===== src/tpbs_pkg.sv =====
// Types, constants and the control program of the pump block sequencer
package tpbs_pkg;

  localparam int TABLE_BLOCKS = 64;
  localparam int PUMP_COUNT   = 8;

  localparam int BLK_W  = $clog2(TABLE_BLOCKS);
  localparam int PW     = (PUMP_COUNT > 1) ? $clog2(PUMP_COUNT) : 1;
  localparam int FLOW_W = 16;
  localparam int PC_W   = 5;

  localparam int CFG_IDX_W  = 2;
  localparam int CFG_DATA_W = 24;

  localparam logic [15:0]        GAIN_RST   = 16'd1232;
  localparam logic signed [23:0] OFFSET_RST = -24'sd34000;
  localparam logic [22:0]        VMIN_RST   = 23'd34000;
  localparam logic [22:0]        VMAX_RST   = 23'd4870000;

  typedef enum logic [2:0] {
    K_CLEAR, K_ST_HDR, K_ST_FLOW, K_START, K_STOP, K_TICK
  } kind_t;

  typedef enum logic [1:0] {
    OK_ENABLE, OK_DIR, OK_VOLT, OK_ACK
  } okind_t;

  typedef enum logic [CFG_IDX_W-1:0] {
    REG_GAIN, REG_OFFSET, REG_VMIN, REG_VMAX
  } cfg_reg_t;

  typedef enum logic [1:0] {
    B_ZERO, B_DIR, B_EN
  } bsel_t;

  typedef enum logic [3:0] {
    ACT_NONE, ACT_CLEAR, ACT_STOP, ACT_ST_HDR, ACT_ST_FLOW, ACT_START,
    ACT_READ, ACT_MUL, ACT_ADD, ACT_ADVANCE
  } act_t;

  typedef enum logic [2:0] {
    C_NONE, C_ALWAYS, C_PUMP_MORE, C_SLOT0_INV, C_NOT_RUNNING, C_CUR_INV,
    C_NOT_ELAPSED, C_NEXT_BAD
  } cond_t;

  typedef struct packed {
    logic             emit;
    okind_t           okind;
    bsel_t            bsel;
    logic             vcalc;
    act_t             act;
    logic             pclr;
    logic             pinc;
    cond_t            cond;
    logic [PC_W-1:0]  target;
    logic             fin;
  } ctl_t;

  typedef struct packed {
    logic mul;
    logic add;
  } volt_ctl_t;

  typedef struct packed {
    logic [31:0] dur;
    logic [7:0]  dir;
    logic [7:0]  en;
  } hdr_t;

  // Program addresses
  localparam logic [PC_W-1:0] PC_END    = 5'd0;
  localparam logic [PC_W-1:0] PC_CLEAR  = 5'd1;
  localparam logic [PC_W-1:0] PC_STOP   = 5'd2;
  localparam logic [PC_W-1:0] PC_STOP_V = 5'd3;
  localparam logic [PC_W-1:0] PC_HDR    = 5'd4;
  localparam logic [PC_W-1:0] PC_FLOW   = 5'd5;
  localparam logic [PC_W-1:0] PC_ACK    = 5'd6;
  localparam logic [PC_W-1:0] PC_START  = 5'd7;
  localparam logic [PC_W-1:0] PC_APPLY  = 5'd8;
  localparam logic [PC_W-1:0] PC_DIR_A  = 5'd9;
  localparam logic [PC_W-1:0] PC_DIR_B  = 5'd10;
  localparam logic [PC_W-1:0] PC_MUL    = 5'd11;
  localparam logic [PC_W-1:0] PC_ADD    = 5'd12;
  localparam logic [PC_W-1:0] PC_VOLT   = 5'd13;
  localparam logic [PC_W-1:0] PC_EN_A   = 5'd14;
  localparam logic [PC_W-1:0] PC_EN_B   = 5'd15;
  localparam logic [PC_W-1:0] PC_TICK   = 5'd16;
  localparam logic [PC_W-1:0] PC_T_CUR  = 5'd17;
  localparam logic [PC_W-1:0] PC_T_TIME = 5'd18;
  localparam logic [PC_W-1:0] PC_T_NEXT = 5'd19;
  localparam logic [PC_W-1:0] PC_T_ADV  = 5'd20;

  function automatic logic [PC_W-1:0] entry_pc(logic [2:0] k);
    logic [PC_W-1:0] a;
    case (k)
      K_CLEAR:   a = PC_CLEAR;
      K_ST_HDR:  a = PC_HDR;
      K_ST_FLOW: a = PC_FLOW;
      K_START:   a = PC_START;
      K_STOP:    a = PC_STOP;
      K_TICK:    a = PC_TICK;
      default:   a = PC_END;
    endcase
    return a;
  endfunction

  function automatic ctl_t rom_word(logic [PC_W-1:0] pc);
    ctl_t w;
    w = '0;
    case (pc)
      PC_END: begin
        w.fin = 1'b1;
      end
      PC_CLEAR: begin
        w.act = ACT_CLEAR;
        w.cond = C_ALWAYS;
        w.target = PC_STOP;
      end
      PC_STOP: begin
        w.act = ACT_STOP;
        w.pclr = 1'b1;
        w.emit = 1'b1;
        w.okind = OK_ENABLE;
      end
      PC_STOP_V: begin
        w.emit = 1'b1;
        w.okind = OK_VOLT;
        w.pinc = 1'b1;
        w.cond = C_PUMP_MORE;
        w.target = PC_STOP_V;
        w.fin = 1'b1;
      end
      PC_HDR: begin
        w.act = ACT_ST_HDR;
        w.cond = C_ALWAYS;
        w.target = PC_ACK;
      end
      PC_FLOW: begin
        w.act = ACT_ST_FLOW;
      end
      PC_ACK: begin
        w.emit = 1'b1;
        w.okind = OK_ACK;
        w.fin = 1'b1;
      end
      PC_START: begin
        w.act = ACT_START;
        w.cond = C_SLOT0_INV;
        w.target = PC_END;
      end
      PC_APPLY: begin
        w.act = ACT_READ;
        w.pclr = 1'b1;
        w.emit = 1'b1;
        w.okind = OK_ENABLE;
      end
      PC_DIR_A, PC_DIR_B: begin
        w.emit = 1'b1;
        w.okind = OK_DIR;
        w.bsel = B_DIR;
      end
      PC_MUL: begin
        w.act = ACT_MUL;
      end
      PC_ADD: begin
        w.act = ACT_ADD;
      end
      PC_VOLT: begin
        w.emit = 1'b1;
        w.okind = OK_VOLT;
        w.vcalc = 1'b1;
        w.pinc = 1'b1;
        w.cond = C_PUMP_MORE;
        w.target = PC_MUL;
      end
      PC_EN_A: begin
        w.emit = 1'b1;
        w.okind = OK_ENABLE;
        w.bsel = B_EN;
      end
      PC_EN_B: begin
        w.emit = 1'b1;
        w.okind = OK_ENABLE;
        w.bsel = B_EN;
        w.fin = 1'b1;
      end
      PC_TICK: begin
        w.act = ACT_READ;
        w.cond = C_NOT_RUNNING;
        w.target = PC_END;
      end
      PC_T_CUR: begin
        w.cond = C_CUR_INV;
        w.target = PC_STOP;
      end
      PC_T_TIME: begin
        w.cond = C_NOT_ELAPSED;
        w.target = PC_END;
      end
      PC_T_NEXT: begin
        w.cond = C_NEXT_BAD;
        w.target = PC_STOP;
      end
      PC_T_ADV: begin
        w.act = ACT_ADVANCE;
        w.cond = C_ALWAYS;
        w.target = PC_APPLY;
      end
      default: begin
        w.fin = 1'b1;
      end
    endcase
    return w;
  endfunction

endpackage


===== src/tpbs_volt.sv =====
// Flow to voltage unit: multiply, add offset, clamp
module tpbs_volt import tpbs_pkg::*; (
  input  logic                 clk,
  input  volt_ctl_t            ctl,
  input  logic [15:0]          gain,
  input  logic signed [23:0]   offset,
  input  logic [22:0]          vmin,
  input  logic [22:0]          vmax,
  input  logic [FLOW_W-1:0]    flow,
  output logic [22:0]          vout
);

  logic [31:0]        prod;
  logic signed [33:0] v;
  logic signed [33:0] vmin_s;
  logic signed [33:0] vmax_s;

  always_ff @(posedge clk) begin
    if (ctl.mul) begin
      prod <= gain * flow;
    end
    if (ctl.add) begin
      v <= $signed({2'b00, prod}) + 34'(offset);
    end
  end

  assign vmin_s = $signed({11'b0, vmin});
  assign vmax_s = $signed({11'b0, vmax});

  // Low clamp wins when the limits cross
  always_comb begin
    if (v < vmin_s) begin
      vout = vmin;
    end else if (v > vmax_s) begin
      vout = vmax;
    end else begin
      vout = v[22:0];
    end
  end

endmodule


===== config.mk =====
export PLATFORM = sky130hd
export DESIGN_NAME = tpbs_volt
export DESIGN_NICKNAME = d
export VERILOG_FILES = /design/src/tpbs_pkg.sv /design/src/tpbs_volt.sv
export SDC_FILE = /design/constraint.sdc
export NUM_CORES = 1
export LEC_CHECK = 0
export ABC_AREA = 1
export BUFFER_PORTS_ARGS = -buffer_cell sky130_fd_sc_hd__buf_2
export CORE_MARGIN = 8
export CORE_UTILIZATION = 38
export DETAILED_ROUTE_END_ITERATION = 8
export MAX_ROUTING_LAYER = met4
export PLACE_DENSITY = 0.55
export REMOVE_ABC_BUFFERS = 1
export SYNTH_ARGS = -nofsm -noshare
export SYNTH_HDL_FRONTEND = slang
export SYNTH_SLANG_ARGS = --single-unit

===== constraint.sdc =====
create_clock -name clk -period 4.95 [get_ports clk]
set_input_delay 0 -clock clk [delete_from_list [all_inputs] [get_ports clk]]
set_output_delay 0 -clock clk [all_outputs]
set_load 0.005 [all_outputs]

==> qor.yml, run 1 <==
ys.flop_type: "edfxtp_1"
synth-async-reset-ratio: 0
synthDistinctLibCells: 37
clock-skew-final_ps: 7.143
clk_pin_slew_ps: 60
path_max_fanout: 7
clock-root-buffer: "clkbuf_16"
area_growth_pct: 17.32
syn_area_um2: 14910
maxSlewHeadroom: 0.2966
yosysSeqAreaShare: 0.1329
start_util: 0.3849
r2r_cells: 9
grt_usage: 0.1856
synthXorXnorAreaFrac: 0.03172
cts_max_path_buffers: 2
drt-initial-drc-count: 609
r2r_slack_ps: 2410
die_area_um2: 45830
pin_count: 128
synth_enable_flop_cells: 66
synth_warnings: 0
grt_pass1_wl_mm: 68.68
max_freq_ghz: 0.2090
grt_max_degree: 35
grt_pass1_vias: 13396
fp.dieH_um: 214.1
min_to: "v[8]"
netlist_instances: 2015
period_share: 0.9667
required_ps: 5040
fp.coreArea_um2: 38740
viasPerCell: 4.735
final_layout_size_suffix_gt1_frac: 0.1519
drv_slew: 0
instances_no_fill: 2737
cts_num_sinks: 66
first_pass_iters: 5
wl_per_cell_um: 15.23
synth_simple_gate_area_frac: 0.2147
post-dp-hpwl_mm: 37.51
worstSetupStartpointType: "input port"
max-cap-violations: 0
cts.htree.levels: 3
cts_buffers: 9
layout.nets: 2695
port_buffers: 127
worst_pin_slew_ps: 1054
end_kind: "register"
min_path_cells: 3
post-route-util: 0.4516
wl_mm: 41.68
worstHoldStart: "offset[8]"
timing.rr.end: "v[32]"
min_period_ps: 4785
status: "finished clean"
die-width_um: 214.1
ant_nets: 0
crit_type: "input port to register"
rr_startpoint: "prod[0]"
clkLatencyLatePin_ps: 330
gp_congestion: 0.9733
cts_tree: "built"
finalSetupTns_ps: 0
rows: 72
syn_avg_cell_area_um2: 7.400
gr-total-overflow: 0
synth_top_family_by_area: "adder cells"
antenna_found_initial: 1
hold_viol: 0
n_fill_cell: 3955
drc: 0
synth_compound_area_frac: 0.06050
muxShareOfSynthArea: 0
dp.cells: 2718
synth_adder_area_share: 0.4145
hold_class: "input port to register"
via_count: 12960
yosys_register_bits: 66
crit_arrival_ps: 4870
setup_violations: 0
[cell usage after synthesis (all sizes together), types with 2 or more instances]
cell	count	share of area
ha	182	0.15
fa	195	0.26
edfxtp	66	0.13
o21ai	44	0.015
o21bai	11	0.0055
buf	8	0.0047
or2	3	0.0014
inv	494	0.12
nor2	95	0.026
xor2	40	0.023
clkbuf	66	0.017
nand3	95	0.032
o21a	2	0.0010
nor3	11	0.0037
a21boi	4	0.0020
nand2	561	0.14
a31oi	6	0.0025
a21oi	85	0.029
a21o	10	0.0050
nand3b	4	0.0020
nand4	15	0.0063
xnor2	14	0.0082
[how the worst max path moves through the flow]
stage | depth (start not counted) | end | startpoint | slack [ps]
after CTS | 26 | prod[28] | flow[5] | 20
after global routing | 24 | prod[22] | gain[7] | -30
after floorplan | 21 | prod[31] | gain[12] | 200
after detailed placement | 22 | prod[25] | gain[11] | -420
after global placement | 20 | prod[25] | gain[5] | -410
final | 19 | prod[21] | gain[6] | 160
[through the flow]
step / setup WS (ps) / instance area, um2 / hold WS, ps
6_report: 164.8 / 17490 / 179.0
5_1_grt: -33.06 / 17490 / 191.3
4_1_cts: 15.69 / 17210 / 171.5
3_5_place_dp: -423.7 / 16890 / 288.0
3_3_place_gp: -408.4 / 16890 / 283.7
2_1_floorplan: 199.8 / 14590 / 97.30
[layout make-up]
type                       count  area [um2]  share of cell area
clock inverter                 7       68.82            0.003934
multi-input combinational   1381       11030              0.6304
sequential                    66        1982              0.1133
timing repair buffer         261        1684             0.09627
clock buffer                   9       225.2             0.01287
inverter                     494        1854              0.1060
tap                          518       648.1             0.03705
antenna                        1       2.502           0.0001431
[sequential cells by signal (all words and copies together) (netlist names)]
register and count:
prod 32, v 34
[cell usage in the layout (no fill, tap or decap), drive strengths merged, types with 11 or more instances in the layout]
cell type    n
nand2      561
inv        495
buf        255
fa         195
ha         182
nand3       95
nor2        95
a21oi       85
edfxtp      66
o21ai       44
xor2        40
nand4       15
xnor2       14
clkbuf      14
o21bai      11
nor3        11
[critical path, cell delays in order]
cell and delay, ps:
clkbuf_4 160, buf_4 170, nand2_1 50, inv_1 50
fa_1 460, fa_1 520, fa_1 520, fa_1 510
fa_1 540, inv_1 60, fa_1 530, inv_1 60
ha_4 290, nand2_1 70, o21ai_0 430, nor2_1 100
nand3_1 110, xor2_1 80, buf_4 150
[cells by family (layout without fill, tap and decap cells)]
family                   Yosys count  count (layout)
XOR/XNOR                          54              54
adder cells (fa/ha/maj)          377             377
flip-flops                        66              66
AND/OR/NAND/NOR                  786             786
other                              0               1
AO/OA/AOI/OAI                    164             164
buffers and inverters            568             771
[repair_timing]
item | CTS | global route
buffers inserted | 0 | 1
hold endpoints to repair | 1 | 0
pin swaps | 0 | 7
setup endpoints to repair | 1 | 17
resized for setup | 3 | 65
hold buffers | 1 | 0
[per-layer routing]
layer  track usage  part of all wire  up-vias
met4       0.04456             0.020        0
met3       0.01989             0.041       39
li1              -                 -     6475
met2        0.3148              0.49      266
met1        0.2361              0.45     6180
met5             -                 0        -
Power of run 1 is left out: the tool's default activity adds up to more than one toggle a clock period on the data nets, which glitch-free logic cannot reach.
==> run 2: changes to the inputs <==
--- a/config.mk
+++ b/config.mk
@@ -6,12 +6,12 @@
 export NUM_CORES = 1
 export LEC_CHECK = 0
 export ABC_AREA = 1
-export BUFFER_PORTS_ARGS = -buffer_cell sky130_fd_sc_hd__buf_2
 export CORE_MARGIN = 8
 export CORE_UTILIZATION = 38
 export DETAILED_ROUTE_END_ITERATION = 8
+export DONT_BUFFER_PORTS = 1
 export MAX_ROUTING_LAYER = met4
-export PLACE_DENSITY = 0.55
+export PLACE_DENSITY = 0.52
 export REMOVE_ABC_BUFFERS = 1
 export SYNTH_ARGS = -nofsm -noshare
 export SYNTH_HDL_FRONTEND = slang
==> run 2 against run 1 <==
Against the previous run: worst setup slack better by 110 ps; hold slack worse by 110 ps; die area unchanged; clock skew down 1.2 ps; utilization down 4.2 points; flip-flop and latch count unchanged.
==> qor.yml, run 2 (synthesized netlist as in run 1, its figures left out) <==
post-dp-hpwl_mm: 34.73
cts_setup_buffers: 0
clock-skew-final_ps: 5.897
hold_viol: 0
end_kind: "register"
wl_mm: 40.07
rsz0062_at_grt: "false"
pre_cts_slack_ps: -121.5
fp.coreArea_um2: 38740
crit_arrival_ps: 4770
final_common_cell: "nand2_1"
die-width_um: 214.1
grt_pass1_wl_mm: 65.05
clkLatencyLatePin_ps: 340
first_pass_iters: 5
clock-root-buffer: "clkbuf_16"
hold_class: "input port to register"
via_count: 12216
cts_buffers: 9
cts_max_path_buffers: 2
port_buffers: 0
cts.htree.levels: 3
setup_violations: 0
die_area_um2: 45830
drt-initial-drc-count: 724
worstSetupStartpointType: "input port"
post-route-util: 0.4091
viasPerCell: 4.863
clk_pin_slew_ps: 60
reg.largest.list: "v: 34 flops, prod: 32 flops"
final_cell_mix: "nand2_1 (557), inv_1 (492), fa_1 (195)"
max_freq_ghz: 0.2139
cts_tree: "built"
wl_per_cell_um: 15.95
required_ps: 5050
status: "finished clean"
area_growth_pct: 6.294
layout.nets: 2470
gr-total-overflow: 0
grt_usage: 0.1779
fp.dieH_um: 214.1
pin_count: 128
start_util: 0.3849
regMostFlops: "v"
crit_type: "input port to register"
drc: 0
post_dp_cell_area_um2: 15430
rows: 72
period_share: 0.9443
path_max_fanout: 16
setup_ws_ps: 275.5
grt_max_degree: 35
final_layout_size_suffix_gt1_frac: 0.02659
maxSlewHeadroom: 0.2710
worst_pin_slew_ps: 1092
max-cap-violations: 0
drv_slew: 0
cts_num_sinks: 66
stdcell_area_um2: 15850
antenna_found_initial: 1
gp_congestion: 0.8918
min_period_ps: 4675
grt_pass1_vias: 12483
largest_reg_flops: 34
ant_nets: 0
[run 2: layout make-up]
cell class                      instances  area (um2)
Tap cell                              518       648.1
Multi-Input combinational cell       1381       10760
Sequential cell                        66        1982
Fill cell                            4066       22890
Inverter                              494        1854
Antenna cell                            1       2.502
Clock inverter                          5       55.05
Timing Repair Buffer                   36       317.8
Clock buffer                           11       232.7
[run 2: worst max-delay path: stages]
cell	delay [ps]
nand2_1	40
inv_1	50
fa_1	520
inv_1	50
fa_1	500
fa_1	520
inv_1	70
fa_1	470
fa_1	550
inv_1	60
fa_1	520
inv_1	40
ha_1	350
a21oi_1	200
o21ai_0	140
nor2_1	130
nand3_1	210
xor2_1	210
buf_4	140
[run 2: metal layers]
layer	vias up	track usage	routed length [um]	part of all wire
met2	294	0.3073	19990	0.50
met3	58	0.02116	1924	0.048
met1	5846	0.2161	17110	0.43
li1	6018	-	-	-
met4	0	0.05370	1038	0.026
met5	-	-	0	0
[run 2: what timing repair did]
| action | in CTS | in global routing |
|---|---|---|
| setup endpoints to repair | 0 | 1 |
| gates resized for setup | 0 | 1 |
| hold endpoints to repair | 71 | 0 |
| hold buffers | 11 | 0 |
[run 2: path summary, 6_finish.rpt]
path	slack [ps]	cells after the start	from	end
max	280	19	gain[11]	prod[20]
min reg2reg	610	1	prod[0]	v[0]
min	70	3	offset[1]	v[1]
max reg2reg	2280	11	prod[15]	v[25]
[run 2: per-stage QoR]
step           cells  hold WS, ps  TNS (ps)
2_1_floorplan   1941        97.30         0
3_3_place_gp    2484        110.4    -408.6
3_5_place_dp    2484        108.2    -409.1
4_1_cts         2511        62.30         0
5_1_grt         2512        82.58         0
6_report        2512        73.82         0
Power of run 2 is left out for the same reason.
